**src/rtl/scfc_pkg.sv**
```systemverilog
// Shared types, constants and the CRC32C byte update for the sampled file checker.
package scfc_pkg;

    // CRC32C, reflected form
    localparam logic [31:0] CRC_POLY = 32'h82F6_3B78;
    localparam logic [31:0] CRC_INIT = 32'hFFFF_FFFF;

    // Widths of the stream and configuration fields
    localparam int unsigned DATA_W   = 8;
    localparam int unsigned CRC_W    = 32;
    localparam int unsigned AMOUNT_W = 32;
    localparam int unsigned POS_W    = 64;
    localparam int unsigned CFG_IDX_W = 2;
    localparam int unsigned CFG_W    = 32;

    // Work queue between front and back
    localparam int unsigned QDEPTH = 4;
    localparam int unsigned QPTR_W = $clog2(QDEPTH);

    // Configuration register indexes
    localparam logic [CFG_IDX_W-1:0] REG_SAMPLE_MODE   = 2'd0;
    localparam logic [CFG_IDX_W-1:0] REG_SAMPLE_AMOUNT = 2'd1;
    localparam logic [CFG_IDX_W-1:0] REG_EXPECTED      = 2'd2;

    // Reset values of the configuration registers
    localparam logic [AMOUNT_W-1:0] AMOUNT_RESET   = 32'd1024;
    localparam logic [CRC_W-1:0]    EXPECTED_RESET = 32'd0;

    typedef enum logic [1:0] {
        MODE_FULL   = 2'd0,
        MODE_FIRST  = 2'd1,
        MODE_PERIOD = 2'd2,
        MODE_NONE   = 2'd3
    } t_sample_mode;

    // One classified byte on its way to the CRC engine
    typedef struct packed {
        logic [DATA_W-1:0] data;
        logic              take;
        logic              last;
    } t_work_item;

    // One byte into the reflected CRC register, bit at a time
    function automatic logic [CRC_W-1:0] crc_byte(input logic [CRC_W-1:0] crc,
                                                  input logic [DATA_W-1:0] b);
        logic [CRC_W-1:0] c;
        c = crc ^ {{(CRC_W-DATA_W){1'b0}}, b};
        for (int i = 0; i < DATA_W; i++) begin
            c = (c >> 1) ^ (CRC_POLY & {CRC_W{c[0]}});
        end
        return c;
    endfunction

endpackage

```
**src/rtl/scfc_front.sv**
```systemverilog
// Front end: tracks the file offset and decides which bytes are hashed.
module scfc_front (
    input  logic                            i_clk,
    input  logic                            i_rst_n,
    input  logic                            i_valid,
    input  logic [scfc_pkg::DATA_W-1:0]     i_data,
    input  logic                            i_last,
    input  logic                            i_space,
    input  scfc_pkg::t_sample_mode          i_mode,
    input  logic [scfc_pkg::AMOUNT_W-1:0]   i_amount,
    output logic                            o_push,
    output scfc_pkg::t_work_item            o_item
);
    import scfc_pkg::*;

    logic [POS_W-1:0] r_pos, n_pos;
    logic [POS_W-1:0] r_next_sample, n_next_sample;
    logic             take;
    logic             due;
    logic [POS_W-1:0] stride;
    logic [POS_W:0]   next_sum;

    assign o_push = i_valid && i_space;

    // Period mode: next sampled offset, saturating at all ones
    assign due      = r_pos >= r_next_sample;
    assign stride   = (i_amount == '0) ? POS_W'(1) : {{(POS_W-AMOUNT_W){1'b0}}, i_amount};
    assign next_sum = {1'b0, r_pos} + {1'b0, stride};

    // Byte selection
    always_comb begin
        unique case (i_mode)
            MODE_FULL:   take = 1'b1;
            MODE_FIRST:  take = r_pos < {{(POS_W-AMOUNT_W){1'b0}}, i_amount};
            MODE_PERIOD: take = due;
            MODE_NONE:   take = 1'b0;
            default:     take = 1'b0;
        endcase
    end

    assign o_item.data = i_data;
    assign o_item.take = take;
    assign o_item.last = i_last;

    // Offset bookkeeping, cleared at the end of each file
    always_comb begin
        n_pos         = r_pos;
        n_next_sample = r_next_sample;
        if (o_push) begin
            if (i_last) begin
                n_pos         = '0;
                n_next_sample = '0;
            end else begin
                n_pos = r_pos + POS_W'(1);
                if (i_mode == MODE_PERIOD && due) begin
                    n_next_sample = next_sum[POS_W] ? {POS_W{1'b1}} : next_sum[POS_W-1:0];
                end
            end
        end
    end

    always_ff @(posedge i_clk) begin
        if (!i_rst_n) begin
            r_pos         <= '0;
            r_next_sample <= '0;
        end else begin
            r_pos         <= n_pos;
            r_next_sample <= n_next_sample;
        end
    end

endmodule

```
**src/rtl/scfc_queue.sv**
```systemverilog
// Short work queue that decouples the classifier from the CRC engine.
module scfc_queue (
    input  logic                  i_clk,
    input  logic                  i_rst_n,
    input  logic                  i_push,
    input  scfc_pkg::t_work_item  i_item,
    input  logic                  i_pop,
    output logic                  o_space,
    output logic                  o_nonempty,
    output scfc_pkg::t_work_item  o_item
);
    import scfc_pkg::*;

    t_work_item            r_mem [QDEPTH];
    logic [QPTR_W-1:0]     r_wr_ptr, r_rd_ptr;
    logic [QPTR_W:0]       r_count, n_count;

    assign o_space    = r_count != (QPTR_W+1)'(QDEPTH);
    assign o_nonempty = r_count != '0;
    assign o_item     = r_mem[r_rd_ptr];

    // Occupancy
    always_comb begin
        n_count = r_count;
        unique case ({i_push, i_pop})
            2'b10:   n_count = r_count + 1'b1;
            2'b01:   n_count = r_count - 1'b1;
            default: n_count = r_count;
        endcase
    end

    // Pointers
    always_ff @(posedge i_clk) begin
        if (!i_rst_n) begin
            r_wr_ptr <= '0;
            r_rd_ptr <= '0;
            r_count  <= '0;
        end else begin
            if (i_push) r_wr_ptr <= r_wr_ptr + 1'b1;
            if (i_pop)  r_rd_ptr <= r_rd_ptr + 1'b1;
            r_count <= n_count;
        end
    end

    // Storage
    always_ff @(posedge i_clk) begin
        if (i_push) r_mem[r_wr_ptr] <= i_item;
    end

endmodule

```
**src/rtl/scfc_back.sv**
```systemverilog
// Back end: CRC32C engine and result register.
module scfc_back (
    input  logic                          i_clk,
    input  logic                          i_rst_n,
    input  logic                          i_nonempty,
    input  scfc_pkg::t_work_item          i_item,
    input  logic [scfc_pkg::CRC_W-1:0]    i_expected,
    input  logic                          i_ready,
    output logic                          o_pop,
    output logic                          o_valid,
    output logic [scfc_pkg::CRC_W-1:0]    o_crc,
    output logic                          o_match
);
    import scfc_pkg::*;

    logic [CRC_W-1:0] r_crc, n_crc;
    logic [CRC_W-1:0] upd_crc;
    logic [CRC_W-1:0] fin_crc;
    logic             r_out_valid;
    logic [CRC_W-1:0] r_out_crc;
    logic             r_out_match;
    logic             slot_free;

    // A final byte waits only while the result register is still held
    assign slot_free = !r_out_valid || i_ready;
    assign o_pop     = i_nonempty && (!i_item.last || slot_free);

    assign upd_crc = i_item.take ? crc_byte(r_crc, i_item.data) : r_crc;
    assign fin_crc = ~upd_crc;

    // Running register, restarted after each file
    always_comb begin
        n_crc = r_crc;
        if (o_pop) n_crc = i_item.last ? CRC_INIT : upd_crc;
    end

    always_ff @(posedge i_clk) begin
        if (!i_rst_n) begin
            r_crc       <= CRC_INIT;
            r_out_valid <= 1'b0;
        end else begin
            r_crc <= n_crc;
            if (o_pop && i_item.last) begin
                r_out_valid <= 1'b1;
            end else if (i_ready) begin
                r_out_valid <= 1'b0;
            end
        end
    end

    // Result word
    always_ff @(posedge i_clk) begin
        if (o_pop && i_item.last) begin
            r_out_crc   <= fin_crc;
            r_out_match <= fin_crc == i_expected;
        end
    end

    assign o_valid = r_out_valid;
    assign o_crc   = r_out_crc;
    assign o_match = r_out_match;

endmodule

```
**src/rtl/sampled_crc32c_file_checker_top.sv**
```systemverilog
// Top level of the sampled CRC32C file checker.
//
//  channel   dir  handshake                   word
//  s_axis    in   s_axis_tvalid/tready        tdata[7:0] data_byte, tlast final_byte
//  m_axis    out  m_axis_tvalid/tready        tdata[31:0] crc_value, tuser[0] crc_matches
//  cfg       in   i_cfg_we (always taken)     i_cfg_index, i_cfg_wdata
//
// One byte per cycle sustained; the CRC engine folds a whole byte each cycle.
// A checksum is registered in the result word once its final byte has passed the queue.
// A held result stalls the engine only on the next final byte; the four-entry
// queue then fills and s_axis_tready drops.
// Synchronous active-low reset; no clearing pass, input is taken right after.
module sampled_crc32c_file_checker_top (
    input  logic                               i_clk,
    input  logic                               i_rst_n,
    input  logic                               s_axis_tvalid,
    output logic                               s_axis_tready,
    input  logic [7:0]                         s_axis_tdata,   // [7:0] data_byte
    input  logic                               s_axis_tlast,   // final_byte
    output logic                               m_axis_tvalid,
    input  logic                               m_axis_tready,
    output logic [31:0]                        m_axis_tdata,   // [31:0] crc_value
    output logic [0:0]                         m_axis_tuser,   // [0] crc_matches
    input  logic                               i_cfg_we,
    input  logic [scfc_pkg::CFG_IDX_W-1:0]     i_cfg_index,
    input  logic [scfc_pkg::CFG_W-1:0]         i_cfg_wdata
);
    import scfc_pkg::*;

    t_sample_mode      r_mode;
    logic [AMOUNT_W-1:0] r_amount;
    logic [CRC_W-1:0]  r_expected;

    logic        push, pop, space, nonempty, match;
    t_work_item  front_item, head_item;

    // Configuration registers
    always_ff @(posedge i_clk) begin
        if (!i_rst_n) begin
            r_mode     <= MODE_FIRST;
            r_amount   <= AMOUNT_RESET;
            r_expected <= EXPECTED_RESET;
        end else if (i_cfg_we) begin
            unique case (i_cfg_index)
                REG_SAMPLE_MODE:   r_mode     <= t_sample_mode'(i_cfg_wdata[1:0]);
                REG_SAMPLE_AMOUNT: r_amount   <= i_cfg_wdata[AMOUNT_W-1:0];
                REG_EXPECTED:      r_expected <= i_cfg_wdata[CRC_W-1:0];
                default:           ;
            endcase
        end
    end

    assign s_axis_tready = space;

    scfc_front u_front (
        .i_clk    (i_clk),
        .i_rst_n  (i_rst_n),
        .i_valid  (s_axis_tvalid),
        .i_data   (s_axis_tdata),
        .i_last   (s_axis_tlast),
        .i_space  (space),
        .i_mode   (r_mode),
        .i_amount (r_amount),
        .o_push   (push),
        .o_item   (front_item)
    );

    scfc_queue u_queue (
        .i_clk      (i_clk),
        .i_rst_n    (i_rst_n),
        .i_push     (push),
        .i_item     (front_item),
        .i_pop      (pop),
        .o_space    (space),
        .o_nonempty (nonempty),
        .o_item     (head_item)
    );

    scfc_back u_back (
        .i_clk      (i_clk),
        .i_rst_n    (i_rst_n),
        .i_nonempty (nonempty),
        .i_item     (head_item),
        .i_expected (r_expected),
        .i_ready    (m_axis_tready),
        .o_pop      (pop),
        .o_valid    (m_axis_tvalid),
        .o_crc      (m_axis_tdata),
        .o_match    (match)
    );

    assign m_axis_tuser = match;

endmodule

```
**config.mk**
```make
export PLATFORM = sky130hd
export DESIGN_NAME = sampled_crc32c_file_checker_top
export DESIGN_NICKNAME = d
export VERILOG_FILES = /design/src/rtl/scfc_pkg.sv /design/src/rtl/scfc_front.sv /design/src/rtl/scfc_queue.sv /design/src/rtl/scfc_back.sv /design/src/rtl/sampled_crc32c_file_checker_top.sv
export SDC_FILE = /design/constraint.sdc
export NUM_CORES = 1
export LEC_CHECK = 0
export BUFFER_PORTS_ARGS = -buffer_cell sky130_fd_sc_hd__buf_2
export CAP_MARGIN = 0
export CORE_ASPECT_RATIO = 0.75
export CORE_MARGIN = 2
export CORE_UTILIZATION = 40
export CTS_CLUSTER_DIAMETER = 60
export DETAILED_ROUTE_END_ITERATION = 16
export GPL_ROUTABILITY_DRIVEN = 0
export SYNTH_ARGS = -nofsm -noshare
export SYNTH_HDL_FRONTEND = slang
export SYNTH_SLANG_ARGS = --single-unit
export TNS_END_PERCENT = 30
```
**constraint.sdc**
```tcl
create_clock -name i_clk -period 7.6 [get_ports i_clk]
set_input_delay 0.38 -clock i_clk [delete_from_list [all_inputs] [get_ports i_clk]]
set_output_delay 0.38 -clock i_clk [all_outputs]
set_load 0.03 [all_outputs]
```
==> metrics.md <==
| Metric | Value |
|---|---|
| Initial DRC Count | 1177 |
| Mean post-synth cell area | 8.77 sq um |
| Mapped Area | 18200 sq um |
| Crit path capture type | flop |
| CTS tree | done |
| CTS max path bufs | 3 |
| Die Area | 47200 sq um |
| Area of the multi-input gates | 10400 sq um |
| H-tree levels | 2 |
| Power Density | 410 nW/um^2 |
| TritonCTS buffer count | 36 |
| First-pass GRT wire length | 78.6 mm |
| Post_cts resized | 0 |
| CP max-delay cell | nor2_2 |
| Slew HR | 14.6% |
| WL met1 | 24.8 mm |
| CORE AREA | 44800 sq um |
| Crit path arrival time | 6.00 ns |
| Setup TNS | 0 ns |
| Area leader, netlist | dfxtp_1 |
| Max Freq | 181 MHz |
| CP dominant cell by count | nor4_1 |
| Clock sinks | 309 |
| Crit path cell chain | nor4_1 > nand4_1 > o21bai_1 > ha_1 > fa_1 > a21o_1 > a21oi_1 > o21ai_0 > a311o_1 > a211oi_1 > o21ai_1 > nand3_1 > nor2_2 > buf_4 > nor4_1 > a311oi_1 > a22o_1 |
| Clock skew | 0.0258 ns |
| Nets | 2266 |
| Max-Cap Viols | 0 |
| FF/Latch Area | 6920 sq um |
| Post-synthesis sequential area ratio | 38.1% |
| Slowest stage delay, CP | 0.70 ns |
| Cell variety after synth | 66 |
| Async SR Flop Fraction | 0% |
| Starting Density | 40.6% |
| Row Count | 67 |
| Total Wirelength | 50.2 mm |
| Wire per inst | 18.6 microns |
| Number of antenna violations at the first check in global routing | 0 |
| CP Data Required Time | 8.08 ns |
| Met3 WL | 3.64 mm |
| Worst VDD drop | 364 uV |
| Design Area, Final | 20200 sq um |
| Syn Inst Count | 2072 |
| GRT Util Overall | 21.0% |
| Syn Nets | 2255 |
| Count of final hold-check violations | 0 |
| Fillers | 4376 |
| WHS Path Cells | 1 |
| Antenna diodes | 0 |
| EDFF count, synth | 73 |
| WS Path Type | reg -> reg |
| Cell Area, Placed | 19000 sq um |
| Die Y | 189 microns |
| Worst hold path class | in -> reg |
| Via Count | 14800 |
| Ports | 83 |
| Layout cells sized above 1 | 9.24% |
| Die X | 250 microns |
| Fin crit period | 5.51 ns |
| # Post-CTS Setup Buffers | 0 |
| Slew Limit Fails | 0 |
| Largest net degree at the start of global routing | 78 |
| Synth Register Bits | 309 |
| Vias in the first global route | 13800 |
| FF-to-FF path depth | 17 |
| GR Overflow Total | 0 |
| Clock root buffer | clkbuf_16 |
| Drt drc | 0 |
| Post-layout util | 45.1% |
| Drt first pass iters | 5 |
| Worst Tran Pin Value | 1.28 ns |
| Skew-Pair Late Insertion Delay | 0.54 ns |
| Synth area leaders | dfxtp_1, edfxtp_1, ha_1, nand2_1, xnor2_1 |
| Antenna Nets Post-Route | 0 |
| Area grow syn2layout | 11.2% |
| Most frequent cells in the layout | nand2_1, dfxtp_1, ha_1 |
| Setup violations, final | 0 |
| Via/cell ratio | 5.50 |
| Hpwl dp | 38.0 mm |
| Final worst-path cycle share | 72.5% |
| RSZ-0062 raised after global routing | false |
| Synth Flop Type | dfxtp_1 |
| Routed wl met2 | 20.5 mm |
| Yosys warns | 0 |
| Highest metal used | met4 |
| Status | finished clean |
| Worst-path maximum fanout | 22 |
| IO buf count | 82 |
| Share of the synthesized area in the top cell type | 26.0% |
| P_leak | 7.98 nW |
| CTS clock-pin slew for the worst setup and hold paths | 0.06 ns |
| Critical Path Start Type | flop |
| Hold WS | 0.0647 ns |
| Tot Pwr | 8.28 mW |
| Cts-stage hold buffer count | 0 |
| Commonest non-fill, non-tap cell in the layout | nand2_1 |
## layer usage
layer / vias to the layer above / GRT usage [%]
met3: 80 / 3.91
met4: 0 / 6.01
met2: 477 / 30.3
met5: - / 0
met1: 7067 / 31.7
li1: 7214 / -
## synth_stat cells (31+ instances only)
| master | count |
|---|---|
| o21ai_0 | 109 |
| and3_1 | 31 |
| dfxtp_1 | 236 |
| ha_1 | 133 |
| a21oi_1 | 95 |
| edfxtp_1 | 73 |
| inv_1 | 116 |
| clkbuf_1 | 116 |
| a21o_1 | 60 |
| nand3_1 | 46 |
| nor2_1 | 131 |
| a21boi_0 | 88 |
| nand2_1 | 281 |
| xnor2_1 | 104 |
| nand4_1 | 47 |
| o211ai_1 | 34 |
| xor2_1 | 101 |
## flip-flops by register name, summed over array words and instances, names as in the netlist, 3 cells and up, named ones only
signal,cells
r_amount,32
r_expected,32
u_back.o_crc,32
u_back.r_crc,32
u_front.r_next_sample,64
u_front.r_pos,64
u_queue.r_count,3
u_queue.r_mem,40
## critical path: cells and delay by family (launching register included)
kind,cells,cell delay (ns)
flops,1,0.34
simple gates,5,1.97
buf+inv,1,0.39
compound gates,9,2.34
fa+ha+maj,2,0.42
## final timing paths
path                                                              from  slack (ns)                                     end
worst max register to register               r_amount[25]$_SDFFE_PN0P_        2.09  u_front.r_next_sample[30]$_SDFFE_PN0P_
worst max-delay path                         r_amount[25]$_SDFFE_PN0P_        2.09  u_front.r_next_sample[30]$_SDFFE_PN0P_
worst min-delay path                                   s_axis_tdata[3]        0.06           u_queue.r_mem[2][5]$_DFFE_PP_
worst min register to register  u_front.r_next_sample[27]$_SDFFE_PN0P_        0.45  u_front.r_next_sample[27]$_SDFFE_PN0P_
## report_power, final
part | total [mW] | switching, mW | internal (mW)
clock | 1.79 | 0.709 | 1.08
sequential | 2.23 | 0.152 | 2.08
combinational | 4.25 | 2.71 | 1.54
## kinds of logic (layout without fill, tap and decap cells)
| family | Yosys count | count (layout) | share of synthesized area (%) |
|---|---|---|---|
| multiplexers | 29 | 29 | 2.26 |
| AND/OR/NAND/NOR | 683 | 683 | 17.7 |
| adder cells (fa/ha/maj) | 135 | 135 | 9.38 |
| buffers and inverters | 240 | 278 | 5.01 |
| XOR/XNOR | 216 | 216 | 11.2 |
| AO/OA/AOI/OAI | 460 | 460 | 16.4 |
| flip-flops | 309 | 309 | 38.1 |
## area by class of cell
type,count,area share (%)
sequential,309,34.2
clock inverter,22,1.23
tap,586,3.63
inverter,116,2.15
timing repair buffer,97,2.59
multi-input combinational,1523,51.4
clock buffer,43,4.79
## stage by stage
step / cells / setup slack [ns]
6_report: 2696 / 2.09
2_1_floorplan: 2072 / 3.59
5_1_grt: 2696 / 1.71
4_1_cts: 2696 / 2.13
3_3_place_gp: 2631 / 2.28
3_5_place_dp: 2631 / 2.17
Note: power is estimated with default switching activity, not from simulation.
